### src/sv/rsc_pkg.sv
`default_nettype none

package rsc_pkg;

   localparam int MAX_BASE_DEFAULT   = 16;
   localparam int VALUE_BITS_DEFAULT = 32;

   localparam int DIGIT_W     = 4;
   localparam int CHAR_W      = 8;
   localparam int BASE_W      = 5;
   localparam int ALPHA_W     = 64;
   localparam int ALPHA_SLOTS = 16;

   localparam int STORE_DEPTH = 32;
   localparam int STORE_AW    = $clog2(STORE_DEPTH);
   localparam int COUNT_W     = STORE_AW + 1;

   localparam int CSR_ADDR_W = 6;
   localparam int CSR_DATA_W = 64;

   localparam logic [BASE_W-1:0] BASE_RESET = 5'd10;
   localparam logic [BASE_W-1:0] BASE_MIN   = 5'd2;

   typedef enum logic [2:0] {
      REG_SRC_ALPHA_LO = 3'd0,
      REG_SRC_ALPHA_HI = 3'd1,
      REG_SRC_BASE     = 3'd2,
      REG_TGT_ALPHA_LO = 3'd3,
      REG_TGT_ALPHA_HI = 3'd4,
      REG_TGT_BASE     = 3'd5
   } reg_index_type;

   typedef enum logic [1:0] {
      ST_IDLE = 2'd0,
      ST_ACC  = 2'd1,
      ST_DIV  = 2'd2,
      ST_EMIT = 2'd3
   } state_type;

   typedef struct packed {
      logic [ALPHA_W-1:0] source_alphabet_low;
      logic [ALPHA_W-1:0] source_alphabet_high;
      logic [BASE_W-1:0]  source_base;
      logic [ALPHA_W-1:0] target_alphabet_low;
      logic [ALPHA_W-1:0] target_alphabet_high;
      logic [BASE_W-1:0]  target_base;
   } cfg_type;

   typedef struct packed {
      logic               done;
      logic [DIGIT_W-1:0] remainder;
   } div_status_type;

   function automatic logic [BASE_W-1:0] clamp_base(input logic [BASE_W-1:0] b,
                                                    input int max_base);
      logic [BASE_W-1:0] r;
      r = b;
      if (b < BASE_MIN) begin
         r = BASE_MIN;
      end else if (int'(b) > max_base) begin
         r = BASE_W'(max_base);
      end
      return r;
   endfunction

   function automatic logic [CHAR_W-1:0] alpha_char(input logic [ALPHA_W-1:0] lo,
                                                    input logic [ALPHA_W-1:0] hi,
                                                    input logic [DIGIT_W-1:0] d);
      logic [ALPHA_W-1:0] word;
      word = d[3] ? hi : lo;
      return word[{d[2:0], 3'b000} +: CHAR_W];
   endfunction

   // highest matching slot below the base wins; no match keeps dflt
   function automatic logic [DIGIT_W-1:0] match_digit(input logic [ALPHA_W-1:0] lo,
                                                      input logic [ALPHA_W-1:0] hi,
                                                      input logic [BASE_W-1:0] base,
                                                      input logic [CHAR_W-1:0] ch,
                                                      input logic [DIGIT_W-1:0] dflt);
      logic [DIGIT_W-1:0] d;
      d = dflt;
      for (int j = 0; j < ALPHA_SLOTS; j++) begin
         if ((BASE_W'(j) < base) && (alpha_char(lo, hi, DIGIT_W'(j)) == ch)) begin
            d = DIGIT_W'(j);
         end
      end
      return d;
   endfunction

endpackage

`default_nettype wire

### src/sv/rsc_csr_regs.sv
`default_nettype none

module rsc_csr_regs (
   input  wire logic                             clock,
   input  wire logic                             reset,
   input  wire logic                             psel,
   input  wire logic                             penable,
   input  wire logic                             pwrite,
   input  wire logic [rsc_pkg::CSR_ADDR_W-1:0]   paddr,
   input  wire logic [rsc_pkg::CSR_DATA_W-1:0]   pwdata,
   output logic      [rsc_pkg::CSR_DATA_W-1:0]   prdata,
   output logic                                  pready,
   output rsc_pkg::cfg_type                      cfg
);

   // field order: src lo, src hi, src base, tgt lo, tgt hi, tgt base
   localparam rsc_pkg::cfg_type CFG_RESET = {{(2*rsc_pkg::ALPHA_W){1'b0}}, rsc_pkg::BASE_RESET,
                                             {(2*rsc_pkg::ALPHA_W){1'b0}}, rsc_pkg::BASE_RESET};

   rsc_pkg::cfg_type      cfg_ff;
   rsc_pkg::cfg_type      cfg_in;
   rsc_pkg::reg_index_type idx;
   logic                  wr_en;

   // 64-bit registers sit on 8-byte strides
   assign idx    = rsc_pkg::reg_index_type'(paddr[5:3]);
   assign wr_en  = psel && penable && pwrite;
   assign pready = 1'b1;
   assign cfg    = cfg_ff;

   always_comb begin
      cfg_in = cfg_ff;
      if (wr_en) begin
         unique case (idx)
            rsc_pkg::REG_SRC_ALPHA_LO: cfg_in.source_alphabet_low  = pwdata;
            rsc_pkg::REG_SRC_ALPHA_HI: cfg_in.source_alphabet_high = pwdata;
            rsc_pkg::REG_SRC_BASE:     cfg_in.source_base = pwdata[rsc_pkg::BASE_W-1:0];
            rsc_pkg::REG_TGT_ALPHA_LO: cfg_in.target_alphabet_low  = pwdata;
            rsc_pkg::REG_TGT_ALPHA_HI: cfg_in.target_alphabet_high = pwdata;
            rsc_pkg::REG_TGT_BASE:     cfg_in.target_base = pwdata[rsc_pkg::BASE_W-1:0];
            default: ;
         endcase
      end
   end

   always_comb begin
      unique case (idx)
         rsc_pkg::REG_SRC_ALPHA_LO: prdata = cfg_ff.source_alphabet_low;
         rsc_pkg::REG_SRC_ALPHA_HI: prdata = cfg_ff.source_alphabet_high;
         rsc_pkg::REG_SRC_BASE:     prdata = rsc_pkg::CSR_DATA_W'(cfg_ff.source_base);
         rsc_pkg::REG_TGT_ALPHA_LO: prdata = cfg_ff.target_alphabet_low;
         rsc_pkg::REG_TGT_ALPHA_HI: prdata = cfg_ff.target_alphabet_high;
         rsc_pkg::REG_TGT_BASE:     prdata = rsc_pkg::CSR_DATA_W'(cfg_ff.target_base);
         default:                   prdata = '0;
      endcase
   end

   always_ff @(posedge clock) begin
      if (reset) begin
         cfg_ff <= CFG_RESET;
      end else begin
         cfg_ff <= cfg_in;
      end
   end

endmodule

`default_nettype wire

### src/sv/rsc_div_unit.sv
`default_nettype none

// Restoring divider, one quotient bit per cycle. done pulses the cycle after the
// last step; quotient and remainder then hold until the next start.
module rsc_div_unit #(
   parameter int VALUE_BITS = rsc_pkg::VALUE_BITS_DEFAULT
) (
   input  wire logic                        clock,
   input  wire logic                        reset,
   input  wire logic                        start,
   input  wire logic [VALUE_BITS-1:0]       dividend,
   input  wire logic [rsc_pkg::BASE_W-1:0]  divisor,
   output logic      [VALUE_BITS-1:0]       quotient,
   output rsc_pkg::div_status_type          status
);

   localparam int CNT_W = $clog2(VALUE_BITS);

   logic                          busy_ff, busy_in;
   logic                          done_ff, done_in;
   logic [CNT_W-1:0]              cnt_ff, cnt_in;
   logic [VALUE_BITS-1:0]         q_ff, q_in;
   logic [rsc_pkg::DIGIT_W-1:0]   rem_ff, rem_in;
   logic [rsc_pkg::BASE_W-1:0]    div_ff, div_in;

   logic [rsc_pkg::BASE_W-1:0]    trial;
   logic [rsc_pkg::BASE_W-1:0]    diff;
   logic                          ge;

   // remainder stays below the divisor (<= 16), so 4 bits hold it
   assign trial = {rem_ff, q_ff[VALUE_BITS-1]};
   assign ge    = trial >= div_ff;
   assign diff  = trial - div_ff;

   always_comb begin
      busy_in = busy_ff;
      done_in = 1'b0;
      cnt_in  = cnt_ff;
      q_in    = q_ff;
      rem_in  = rem_ff;
      div_in  = div_ff;
      if (start) begin
         busy_in = 1'b1;
         cnt_in  = '0;
         q_in    = dividend;
         rem_in  = '0;
         div_in  = divisor;
      end else if (busy_ff) begin
         q_in   = {q_ff[VALUE_BITS-2:0], ge};
         rem_in = ge ? diff[rsc_pkg::DIGIT_W-1:0] : trial[rsc_pkg::DIGIT_W-1:0];
         cnt_in = cnt_ff + CNT_W'(1);
         if (cnt_ff == CNT_W'(VALUE_BITS - 1)) begin
            busy_in = 1'b0;
            done_in = 1'b1;
         end
      end
   end

   always_ff @(posedge clock) begin
      if (reset) begin
         busy_ff <= 1'b0;
         done_ff <= 1'b0;
         cnt_ff  <= '0;
      end else begin
         busy_ff <= busy_in;
         done_ff <= done_in;
         cnt_ff  <= cnt_in;
      end
      q_ff   <= q_in;
      rem_ff <= rem_in;
      div_ff <= div_in;
   end

   assign quotient         = q_ff;
   assign status.done      = done_ff;
   assign status.remainder = rem_ff;

endmodule

`default_nettype wire

### src/sv/radix_string_converter_core.sv
`default_nettype none

// Channel  Dir  Ports                               Beat
// req      in   req_valid/req_stall, req_in_char,   one source character
//               req_in_last
// rsp      out  rsp_valid/rsp_stall, rsp_out_char,  one target digit character
//               rsp_out_last
// csr      in   psel/penable/pwrite/paddr/pwdata,   64-bit register write/read
//               prdata, pready
//
// A source character is latched, then matched and multiply-added into the accumulator.
// The last character then runs the bit-serial divider once per target digit, and the
// digits are emitted one per cycle while rsp is not stalled.
// req_stall is high whenever the sequencer is not idle; rsp has an output register.
// Reset is synchronous; the digit store needs no clearing.
module radix_string_converter_core #(
   parameter int MAX_BASE   = rsc_pkg::MAX_BASE_DEFAULT,
   parameter int VALUE_BITS = rsc_pkg::VALUE_BITS_DEFAULT
) (
   input  wire logic                            clock,
   input  wire logic                            reset,
   input  wire logic                            req_valid,
   output logic                                 req_stall,
   input  wire logic [rsc_pkg::CHAR_W-1:0]      req_in_char,
   input  wire logic                            req_in_last,
   output logic                                 rsp_valid,
   input  wire logic                            rsp_stall,
   output logic      [rsc_pkg::CHAR_W-1:0]      rsp_out_char,
   output logic                                 rsp_out_last,
   input  wire logic                            psel,
   input  wire logic                            penable,
   input  wire logic                            pwrite,
   input  wire logic [rsc_pkg::CSR_ADDR_W-1:0]  paddr,
   input  wire logic [rsc_pkg::CSR_DATA_W-1:0]  pwdata,
   output logic      [rsc_pkg::CSR_DATA_W-1:0]  prdata,
   output logic                                 pready
);

   localparam int DW = rsc_pkg::DIGIT_W;
   localparam int CW = rsc_pkg::COUNT_W;

   rsc_pkg::cfg_type        cfg;
   rsc_pkg::div_status_type div_status;
   logic [VALUE_BITS-1:0]   div_quotient;
   logic                    div_start;
   logic [VALUE_BITS-1:0]   div_dividend;

   rsc_pkg::state_type      state_ff, state_in;
   logic [rsc_pkg::CHAR_W-1:0] char_ff, char_in;
   logic                    last_ff, last_in;
   logic [VALUE_BITS-1:0]   acc_ff, acc_in;
   logic [DW-1:0]           prev_ff, prev_in;
   logic [CW-1:0]           digit_cnt_ff, digit_cnt_in;
   logic [CW-1:0]           emit_idx_ff, emit_idx_in;
   logic [DW-1:0]           store_ff [rsc_pkg::STORE_DEPTH];
   logic [DW-1:0]           store_rd_ff;
   logic [rsc_pkg::STORE_AW-1:0] rd_addr;
   logic                    store_we;
   logic                    rsp_valid_ff, rsp_valid_in;
   logic [rsc_pkg::CHAR_W-1:0] rsp_char_ff, rsp_char_in;
   logic                    rsp_last_ff, rsp_last_in;

   logic [rsc_pkg::BASE_W-1:0] src_base;
   logic [rsc_pkg::BASE_W-1:0] tgt_base;
   logic [DW-1:0]           digit;
   logic [VALUE_BITS+rsc_pkg::BASE_W-1:0] product;
   logic [VALUE_BITS-1:0]   acc_sum;
   logic [CW-1:0]           cnt_next;
   logic [CW-1:0]           emit_rd;
   logic                    out_free;

   rsc_csr_regs u_csr (
      .clock   (clock),
      .reset   (reset),
      .psel    (psel),
      .penable (penable),
      .pwrite  (pwrite),
      .paddr   (paddr),
      .pwdata  (pwdata),
      .prdata  (prdata),
      .pready  (pready),
      .cfg     (cfg)
   );

   rsc_div_unit #(
      .VALUE_BITS (VALUE_BITS)
   ) u_div (
      .clock    (clock),
      .reset    (reset),
      .start    (div_start),
      .dividend (div_dividend),
      .divisor  (tgt_base),
      .quotient (div_quotient),
      .status   (div_status)
   );

   assign src_base = rsc_pkg::clamp_base(cfg.source_base, MAX_BASE);
   assign tgt_base = rsc_pkg::clamp_base(cfg.target_base, MAX_BASE);
   assign digit    = rsc_pkg::match_digit(cfg.source_alphabet_low, cfg.source_alphabet_high,
                                          src_base, char_ff, prev_ff);
   assign product  = acc_ff * src_base;
   assign acc_sum  = product[VALUE_BITS-1:0] + VALUE_BITS'(digit);
   assign cnt_next = digit_cnt_ff + CW'(1);
   assign emit_rd  = emit_idx_ff - CW'(1);
   assign out_free = !rsp_valid_ff || !rsp_stall;
   // entry needed by the next emit cycle
   assign rd_addr  = rsc_pkg::STORE_AW'(emit_idx_in - CW'(1));

   always_comb begin
      state_in     = state_ff;
      char_in      = char_ff;
      last_in      = last_ff;
      acc_in       = acc_ff;
      prev_in      = prev_ff;
      digit_cnt_in = digit_cnt_ff;
      emit_idx_in  = emit_idx_ff;
      store_we     = 1'b0;
      div_start    = 1'b0;
      div_dividend = acc_sum;
      req_stall    = 1'b1;
      rsp_valid_in = rsp_valid_ff && rsp_stall;
      rsp_char_in  = rsp_char_ff;
      rsp_last_in  = rsp_last_ff;
      unique case (state_ff)
         rsc_pkg::ST_IDLE: begin
            req_stall = 1'b0;
            if (req_valid) begin
               char_in  = req_in_char;
               last_in  = req_in_last;
               state_in = rsc_pkg::ST_ACC;
            end
         end
         rsc_pkg::ST_ACC: begin
            acc_in  = acc_sum;
            prev_in = digit;
            if (last_ff) begin
               div_start    = 1'b1;
               digit_cnt_in = '0;
               state_in     = rsc_pkg::ST_DIV;
            end else begin
               state_in = rsc_pkg::ST_IDLE;
            end
         end
         rsc_pkg::ST_DIV: begin
            if (div_status.done) begin
               store_we     = 1'b1;
               digit_cnt_in = cnt_next;
               // stop on a zero quotient or a full store
               if ((div_quotient == '0) || (cnt_next == CW'(rsc_pkg::STORE_DEPTH))) begin
                  emit_idx_in = cnt_next;
                  state_in    = rsc_pkg::ST_EMIT;
               end else begin
                  div_start    = 1'b1;
                  div_dividend = div_quotient;
               end
            end
         end
         rsc_pkg::ST_EMIT: begin
            if (out_free) begin
               rsp_valid_in = 1'b1;
               rsp_char_in  = rsc_pkg::alpha_char(cfg.target_alphabet_low,
                                 cfg.target_alphabet_high, store_rd_ff);
               rsp_last_in  = emit_idx_ff == CW'(1);
               emit_idx_in  = emit_rd;
               if (emit_idx_ff == CW'(1)) begin
                  acc_in   = '0;
                  prev_in  = '0;
                  state_in = rsc_pkg::ST_IDLE;
               end
            end
         end
         default: state_in = rsc_pkg::ST_IDLE;
      endcase
   end

   always_ff @(posedge clock) begin
      if (reset) begin
         state_ff     <= rsc_pkg::ST_IDLE;
         acc_ff       <= '0;
         prev_ff      <= '0;
         digit_cnt_ff <= '0;
         emit_idx_ff  <= '0;
         rsp_valid_ff <= 1'b0;
      end else begin
         state_ff     <= state_in;
         acc_ff       <= acc_in;
         prev_ff      <= prev_in;
         digit_cnt_ff <= digit_cnt_in;
         emit_idx_ff  <= emit_idx_in;
         rsp_valid_ff <= rsp_valid_in;
      end
      char_ff     <= char_in;
      last_ff     <= last_in;
      rsp_char_ff <= rsp_char_in;
      rsp_last_ff <= rsp_last_in;
   end

   always_ff @(posedge clock) begin
      if (store_we) begin
         store_ff[digit_cnt_ff[rsc_pkg::STORE_AW-1:0]] <= div_status.remainder;
      end
   end

   // the top digit is written on the edge into emit, so it is forwarded
   always_ff @(posedge clock) begin
      if (store_we && (digit_cnt_ff[rsc_pkg::STORE_AW-1:0] == rd_addr)) begin
         store_rd_ff <= div_status.remainder;
      end else begin
         store_rd_ff <= store_ff[rd_addr];
      end
   end

   assign rsp_valid    = rsp_valid_ff;
   assign rsp_out_char = rsp_char_ff;
   assign rsp_out_last = rsp_last_ff;

`ifndef NO_ASSERTIONS
   a_accept_to_acc: assert property (@(posedge clock) disable iff (reset)
      (req_valid && !req_stall) |=> (state_ff == rsc_pkg::ST_ACC))
      else $error("accepted beat did not enter accumulate");

   a_emit_nonempty: assert property (@(posedge clock) disable iff (reset)
      (state_ff == rsc_pkg::ST_EMIT) |-> (emit_idx_ff != '0))
      else $error("emit with no digits left");

   a_div_done_in_div: assert property (@(posedge clock) disable iff (reset)
      div_status.done |-> (state_ff == rsc_pkg::ST_DIV))
      else $error("divider finished outside the divide phase");

   a_count_bound: assert property (@(posedge clock) disable iff (reset)
      (digit_cnt_ff <= CW'(rsc_pkg::STORE_DEPTH)) && (emit_idx_ff <= digit_cnt_ff))
      else $error("digit count out of range");
`endif

endmodule

`default_nettype wire

### config.mk
export PLATFORM = sky130hd
export DESIGN_NAME = radix_string_converter_core
export DESIGN_NICKNAME = d
export VERILOG_FILES = /design/src/sv/rsc_pkg.sv /design/src/sv/rsc_csr_regs.sv /design/src/sv/rsc_div_unit.sv /design/src/sv/radix_string_converter_core.sv
export SDC_FILE = /design/constraint.sdc
export NUM_CORES = 1
export LEC_CHECK = 0
export BUFFER_PORTS_ARGS = -buffer_cell sky130_fd_sc_hd__buf_4
export CORE_UTILIZATION = 40
export CTS_BUF_LIST = sky130_fd_sc_hd__clkbuf_8
export CTS_CLUSTER_SIZE = 10
export DETAILED_ROUTE_END_ITERATION = 7
export GPL_TIMING_DRIVEN = 1
export SYNTH_ARGS = -nofsm -noshare
export SYNTH_HDL_FRONTEND = slang
export SYNTH_SLANG_ARGS = --single-unit
export TNS_END_PERCENT = 10
### constraint.sdc
create_clock -name clock -period 7.4 [get_ports clock]
set_input_delay 0.74 -clock clock [delete_from_list [all_inputs] [get_ports clock]]
set_output_delay 0.74 -clock clock [all_outputs]
set_load 0.02 [all_outputs]
==> results.tsv, run 1 <==
stage	metric	value	unit
global_routing	grtUsageTotal	24.59	%
clock_network	clkTransAtPathRegs	60	ps
setup_path	cp_cell_sequence	buf_4 -> xnor2_1 -> nand4_1 -> nor3_1 -> nor4bb_1 -> nand2_1 -> nor3_1 -> nor3_1 -> fa_1 -> inv_1 -> ha_1 -> fa_1 -> fa_1 -> a211oi_1 -> nor2_1 -> o221ai_1 -> o211ai_1 -> a211oi_1 -> o21bai_1 -> xor2_1 -> mux2_2	
power_and_ir_drop	power.switching	1.920	mW
layout	drive_gt1_share	12.63	%
timing	period_minus_slack	6511	ps
die	ios	162	
clock_network	cts_resized	0	
detailed_routing	drt_drc_violations_left	0	
synth	ys_seq_elements	516	
die	start_util	40.57	%
synth	yosys.area_share.simple	17.21	%
synth	synth_edf_count	183	
run	max_cap_viol_count	0	
clock_network	post_cts_buffers	0	
hold_path	hold_path.class	input pin to register	
clock_network	clock-sinks	516	
timing	max_freq	0.1536	GHz
detailed_routing	vias_per_cell	5.649	
power_and_ir_drop	peakVddDrop	0.0001481	V
setup_path	worstPathArrival	6970	ps
placement	dp.final_hpwl	59590	um
power_and_ir_drop	internal_power	4.754	mW
synth	synth_flop_cell	dfxtp_1	
outcome	status	finished clean	
synth	synth_xor_area_share	5.315	%
timing	tightest_slew	1286	ps
clock_network	cts_tree	built	
placement	port_buffers	157	
clock_network	clock-root-buffer	clkbuf_8	
power_and_ir_drop	power_per_cell_area	207.3	nW/um2
global_routing	antenna_found_initial	7	
clock_network	cts_buffer_depth	3	
layout	n_antenna_cell	0	
power_and_ir_drop	clkPwrFrac	38.8	%
synth	yosysUniqueCellTypes	68	
synth	synth_mux_area_share	5.605	%
setup_path	rrSetupSlack	890	ps
timing	setup_tns	0	ps
timing	maxSlewHeadroom	14.08	%
die	die_h	269.0	um
setup_path	worst_setup_path_end_kind	register	
layout	final_common_cell	nand2_1	
global_routing	grt_pass1_wl	137200	um
layout	nFillCells	6614	
detailed_routing	wire_per_inst	21.19	um
detailed_routing	drtIter0Drc	1993	
power_and_ir_drop	p_leak	12.56	nW
detailed_routing	detail-route-antenna-nets	0	
die	coreArea	70270	um2
detailed_routing	drt_pass1_iterations	7	
timing	setup_viol	0	
setup_path	start_kind	register	
timing	rsz0062_at_grt	false	
setup_path	slowest_delay	1000	ps
die	die_area	72340	um2
synth	synthesis.nets	3328	
global_routing	overflow	0	
placement	place_worst_setup_slack	900.1	ps
layout	most-common-layout-cells	nand2_1 (731), a21oi_1 (348), dfxtp_1 (331)	
global_routing	grt_pass1_vias	23250	
synth	synth_top_family_by_area	simple AND/OR/NAND/NOR gates	
die	die_w	269.0	um
timing	finalHoldViolCount	0	
setup_path	path_class	register to register	
setup_path	critPathMaxFanout	14	
detailed_routing	routed_wl	88230	um
synth	yosysWarnings	0	
synth	seq_area_frac_synth	42.66	%
synth	ys_async_sr_fraction	0	%
timing	skew	42.83	ps
global_routing	grt_max_degree	95	
clock_network	cts_hold_buf	0	
timing	period_share	87.99	%
power_and_ir_drop	p_sw_share	28.77	%
timing	slew_viol_final	0	
setup_path	required	7850	ps
layout	area_delta_synth_final	12.94	%
power_and_ir_drop	power_frac_seq	47.7	%
setup_path	cpMaxStageDelayCell	edfxtp_1	
layout	final_nets	3408	
synth	netlist_area	28510	um2
clock_network	clk_latency	710	ps
placement	gp_congestion	0.8730	
synth	synth-compound-area-share	15.37	%
detailed_routing	via_count	23520	
setup_path	crit_buf_inv	2	
synth	syn_area_per_cell	9.274	um2
setup_path	path_delay_family	adder cells	
synth	synthCells	3074	
clock_network	htreeDepth	3	
timing	fin_ws	888.8	ps
power_and_ir_drop	pwr-share-comb	13.6	%
synth	synth-adder-area-share	9.665	%
clock_network	numCtsBuffers	89	
die	fp-row-count	97	
[registers in the layout, summed over array words and instances (netlist names), named ones only]
signal,count
u_csr.cfg,266
store_ff,128
acc_ff,32
u_div.quotient,32
char_ff,8
rsp_out_char,8
digit_cnt_ff,6
emit_idx_ff,6
u_div.cnt_ff,5
u_div.div_ff,5
prev_ff,4
u_div.rem_ff,4
last_ff,1
rsp_out_last,1
rsp_valid,1
state_ff,1
u_div.busy_ff,1
u_div.done_ff,1
[final timing paths]
kind / from / endpoint / depth (start not counted)
worst max register to register: char_ff[7]$_DFFE_PP_ / u_div.quotient[24]$_DFFE_PP_ / 21
worst min register to register: u_csr.cfg[64]$_SDFFE_PP0P_ / u_csr.cfg[64]$_SDFFE_PP0P_ / 2
worst min-delay path: req_in_char[5] / char_ff[5]$_DFFE_PP_ / 1
worst max-delay path: char_ff[7]$_DFFE_PP_ / u_div.quotient[24]$_DFFE_PP_ / 21
[power groups by stage]
stage	registers (mW)	logic (mW)	clock network, mW
after floorplan	3.24	0.547	0
after global placement	3.24	0.875	0
after detailed placement	3.24	0.890	0
after CTS	3.18	0.896	2.63
after global routing	3.19	0.974	2.77
final	3.18	0.906	2.59
[cell type report]
class / instances / area, um2 / share of cell area, %
repair buffers: 201 / 1516 / 4.710
clock inverters: 55 / 325.3 / 1.010
multi-input cells: 2258 / 15240 / 47.33
inverters: 88 / 330.3 / 1.026
flip-flops and latches: 516 / 12160 / 37.78
clock buffers: 105 / 1445 / 4.488
well taps: 940 / 1176 / 3.653
[metrics by stage]
stage	power [mW]	hold slack [ps]	instance area (um2)	util, %	instances
final	6.674	229.0	32200	45.82	4163
after global routing	6.939	192.9	32200	45.82	4163
after CTS	6.708	183.9	32200	45.82	4163
after detailed placement	4.131	461.1	30430	43.30	4003
after global placement	4.112	452.4	30430	43.30	4003
after floorplan	3.782	432.2	28510	-	3074
[synth_stat cells, types with 40 or more instances]
cell	number	share of area, %
a211oi_1	48	1.3
a21oi_1	350	6.1
a221o_1	59	2.1
a22o_1	66	2.0
and2_1	70	1.5
clkbuf_1	182	2.4
dfxtp_1	333	23
edfxtp_1	183	19
fa_1	87	6.1
ha_1	81	3.6
inv_1	87	1.1
mux2i_1	55	1.9
nand2_1	735	9.7
nor2_1	114	1.5
nor2b_1	46	1.0
o21ai_0	40	0.70
xnor2_1	108	3.3
xor2_1	65	2.0
[cells by family (layout without fill, tap and decap cells)]
group,after synthesis,count (layout)
AOI/OAI and AO/OA,680,680
xor gates and xnor gates,173,173
adders and majority gates,168,168
buffers and inverters,300,449
DFF,516,516
muxes,109,109
other,1,1
and+or+nand+nor,1127,1127
[routing by layer]
metal  routed length (um)  global-route usage, %  vias up  share of wire, %
met3                 7034                  5.279      209               8.0
li1                     -                      -    10890                 -
met5                  103                      0        -              0.12
met1                36860                  32.32    11440                42
met4                 2890                  9.260       14               3.3
met2                41350                  39.59      969                47
Note: power is estimated with default switching activity, not from simulation.
==> run 2, diff against run 1 <==
- PLACE_DENSITY_LB_ADDON: not set -> 0.12
==> results.tsv, run 2 (synthesized netlist as in run 1, its figures left out) <==
stage	metric	value	unit	change
outcome	status	finished clean		
die	ios	162		unchanged
timing	maxSlewHeadroom	17.04	%	+3.0 points
placement	gp_congestion	0.8608		-1.4%
layout	finalInstanceArea	32180	um2	about the same
timing	max_freq	0.1524	GHz	-0.80%
timing	finalHoldViolCount	0		unchanged
clock_network	clock-root-buffer	clkbuf_8		
timing	skew	47.30	ps	+4.468 ps
setup_path	required	7820	ps	-30 ps
clock_network	cts_hold_buf	0		unchanged
placement	dp.final_hpwl	58950	um	-1.1%
die	coreArea	70270	um2	unchanged
setup_path	worstPathArrival	6980	ps	about the same
timing	rsz0062_at_grt	false		
die	fp-row-count	97		unchanged
setup_path	cpMaxStageDelayCell	edfxtp_1		
detailed_routing	routed_wl	89980	um	+2.0%
detailed_routing	drtIter0Drc	1857		-6.8%
setup_path	rrSetupSlack	840	ps	-50 ps
detailed_routing	wire_per_inst	21.57	um	+1.8%
die	die_area	72340	um2	unchanged
detailed_routing	via_count	23330		-0.78%
clock_network	numCtsBuffers	92		+3.4%
layout	nFillCells	6825		+3.2%
setup_path	crit_buf_inv	2		unchanged
timing	period_minus_slack	6563	ps	+52.24 ps
timing	tightest_slew	1242	ps	-44.38 ps
layout	drive_gt1_share	12.35	%	-0.28 points
setup_path	timing.rr.start	char_ff[6]$_DFFE_PP_		
global_routing	overflow	0		unchanged
layout	most-common-layout-cells	nand2_1 (731), a21oi_1 (348), dfxtp_1 (331)		
hold_path	whs_endpoint	char_ff[5]$_DFFE_PP_		
timing	setup_viol	0		unchanged
hold_path	worstHoldStart	req_in_char[5]		
clock_network	clkTransAtPathRegs	60	ps	about the same
timing	period_share	88.70	%	+0.71 points
setup_path	crit_path_frequent_cell	fa_1		
global_routing	antenna_found_initial	6		-1
setup_path	path_class	register to register		
power_and_ir_drop	power_per_cell_area	207.6	nW/um2	+0.13%
die	start_util	40.57	%	unchanged
setup_path	cp_cell_sequence	buf_4 -> xor2_1 -> nor4_1 -> nand4_1 -> nand2_1 -> nor3_1 -> nor3_1 -> fa_1 -> inv_1 -> ha_1 -> fa_1 -> fa_1 -> a211oi_1 -> nor2_1 -> o221ai_1 -> o211ai_1 -> a211oi_1 -> o21bai_1 -> xor2_1 -> mux2_2		
timing	setup_tns	0	ps	unchanged
clock_network	cts_buffer_depth	3		unchanged
placement	port_buffers	157		unchanged
timing	slew_viol_final	0		unchanged
hold_path	holdPathStages	1		unchanged
clock_network	cts_resized	0		unchanged
detailed_routing	vias_per_cell	5.594		-0.97%
clock_network	clk_latency	710	ps	about the same
layout	largest_reg_flops	266		unchanged
die	die_h	269.0	um	unchanged
run	max_cap_viol_count	0		unchanged
clock_network	cts_tree	built		
setup_path	slowest_delay	910	ps	-90 ps
setup_path	path_delay_family	adder cells		
hold_path	hold_path.class	input pin to register		
power_and_ir_drop	p_leak	12.56	nW	about the same
global_routing	grt_pass1_wl	138500	um	+0.93%
global_routing	grt_max_degree	101		+6.3%
detailed_routing	detail-route-antenna-nets	0		unchanged
die	die_w	269.0	um	unchanged
detailed_routing	drt_pass1_iterations	6		-1
global_routing	grt_pass1_vias	23280		+0.15%
placement	postPlaceCellArea	30420	um2	about the same
setup_path	r2r-end	u_div.quotient[24]$_DFFE_PP_		
setup_path	critPathMaxFanout	12		-2
setup_path	worst_setup_path_end_kind	register		
setup_path	r2r_cells	20		-4.8%
power_and_ir_drop	peakVddDrop	0.0001170	V	-21%
clock_network	htreeDepth	3		unchanged
layout	area_delta_synth_final	12.87	%	about the same
setup_path	start_kind	register		
clock_network	clock-sinks	516		unchanged
layout	final_nets	3409		+0.029%
detailed_routing	drt_drc_violations_left	0		unchanged
global_routing	grtUsageTotal	25.02	%	+0.43 points
clock_network	post_cts_buffers	0		unchanged
layout	final_common_cell	nand2_1		
-- run 2: changes by cell type in the layout (fill, tap and decap cells not counted), moves of 2 or more --
cell	before	now
buf_4	200	198
clkinv_2	11	6
bufinv_16	2	0
inv_1	118	123
clkbuf_8	105	107
clkinv_8	3	0
inv_12	0	2
clkinv_1	5	15
-- run 2: area by class of cell --
cell class                 instances  area, um2  share of cell area, %
multi-input combinational       2258      15250                  47.39
sequential                       516      12160                  37.80
timing repair buffer             199       1501                  4.666
clock buffer                     107       1473                  4.577
tap                              940       1176                  3.655
inverter                          88      330.3                  1.027
clock inverter                    62      280.3                 0.8710
antenna                            1      2.502               0.007777
-- run 2: stage by stage --
stage | power, mW | utilization (%) | hold slack, ps | setup WS (ps) | std cells
floorplan | 3.782 | - | 432.2 | 1574 | 3074
global placement | 4.135 | 43.29 | 450.7 | 1028 | 4001
detailed placement | 4.156 | 43.29 | 455.8 | 1004 | 4001
CTS | 6.735 | 45.79 | 186.1 | 868.9 | 4170
global route | 6.942 | 45.79 | 202.2 | 544.9 | 4171
finish | 6.679 | 45.79 | 230.6 | 836.5 | 4171
-- run 2: metal layers --
metal  up-vias  track usage (%)  wire length (um)
met3       195            4.155              5913
met4        10            10.35              3297
met1     11420            32.51             38430
met2       804            41.24             42270
li1      10900                -                 -
met5         -                0                65
-- run 2: how the worst max path moves through the flow --
stage               slack, ps  depth (start not counted)            startpoint                      endpoint
finish                    840                         20  char_ff[6]$_DFFE_PP_  u_div.quotient[24]$_DFFE_PP_
global route              540                         20  char_ff[6]$_DFFE_PP_  u_div.quotient[26]$_DFFE_PP_
CTS                       870                         20  char_ff[6]$_DFFE_PP_  u_div.quotient[24]$_DFFE_PP_
detailed placement       1000                         20  char_ff[6]$_DFFE_PP_  u_div.quotient[26]$_DFFE_PP_
global placement         1030                         20  char_ff[6]$_DFFE_PP_  u_div.quotient[30]$_DFFE_PP_
floorplan                1570                         22  char_ff[1]$_DFFE_PP_  u_div.quotient[24]$_DFFE_PP_
-- run 2: report_power, final --
group	internal (mW)	total (mW)	switching (mW)
Combinational	0.291	0.923	0.632
Clock	1.32	2.58	1.26
Sequential	3.10	3.18	0.0760
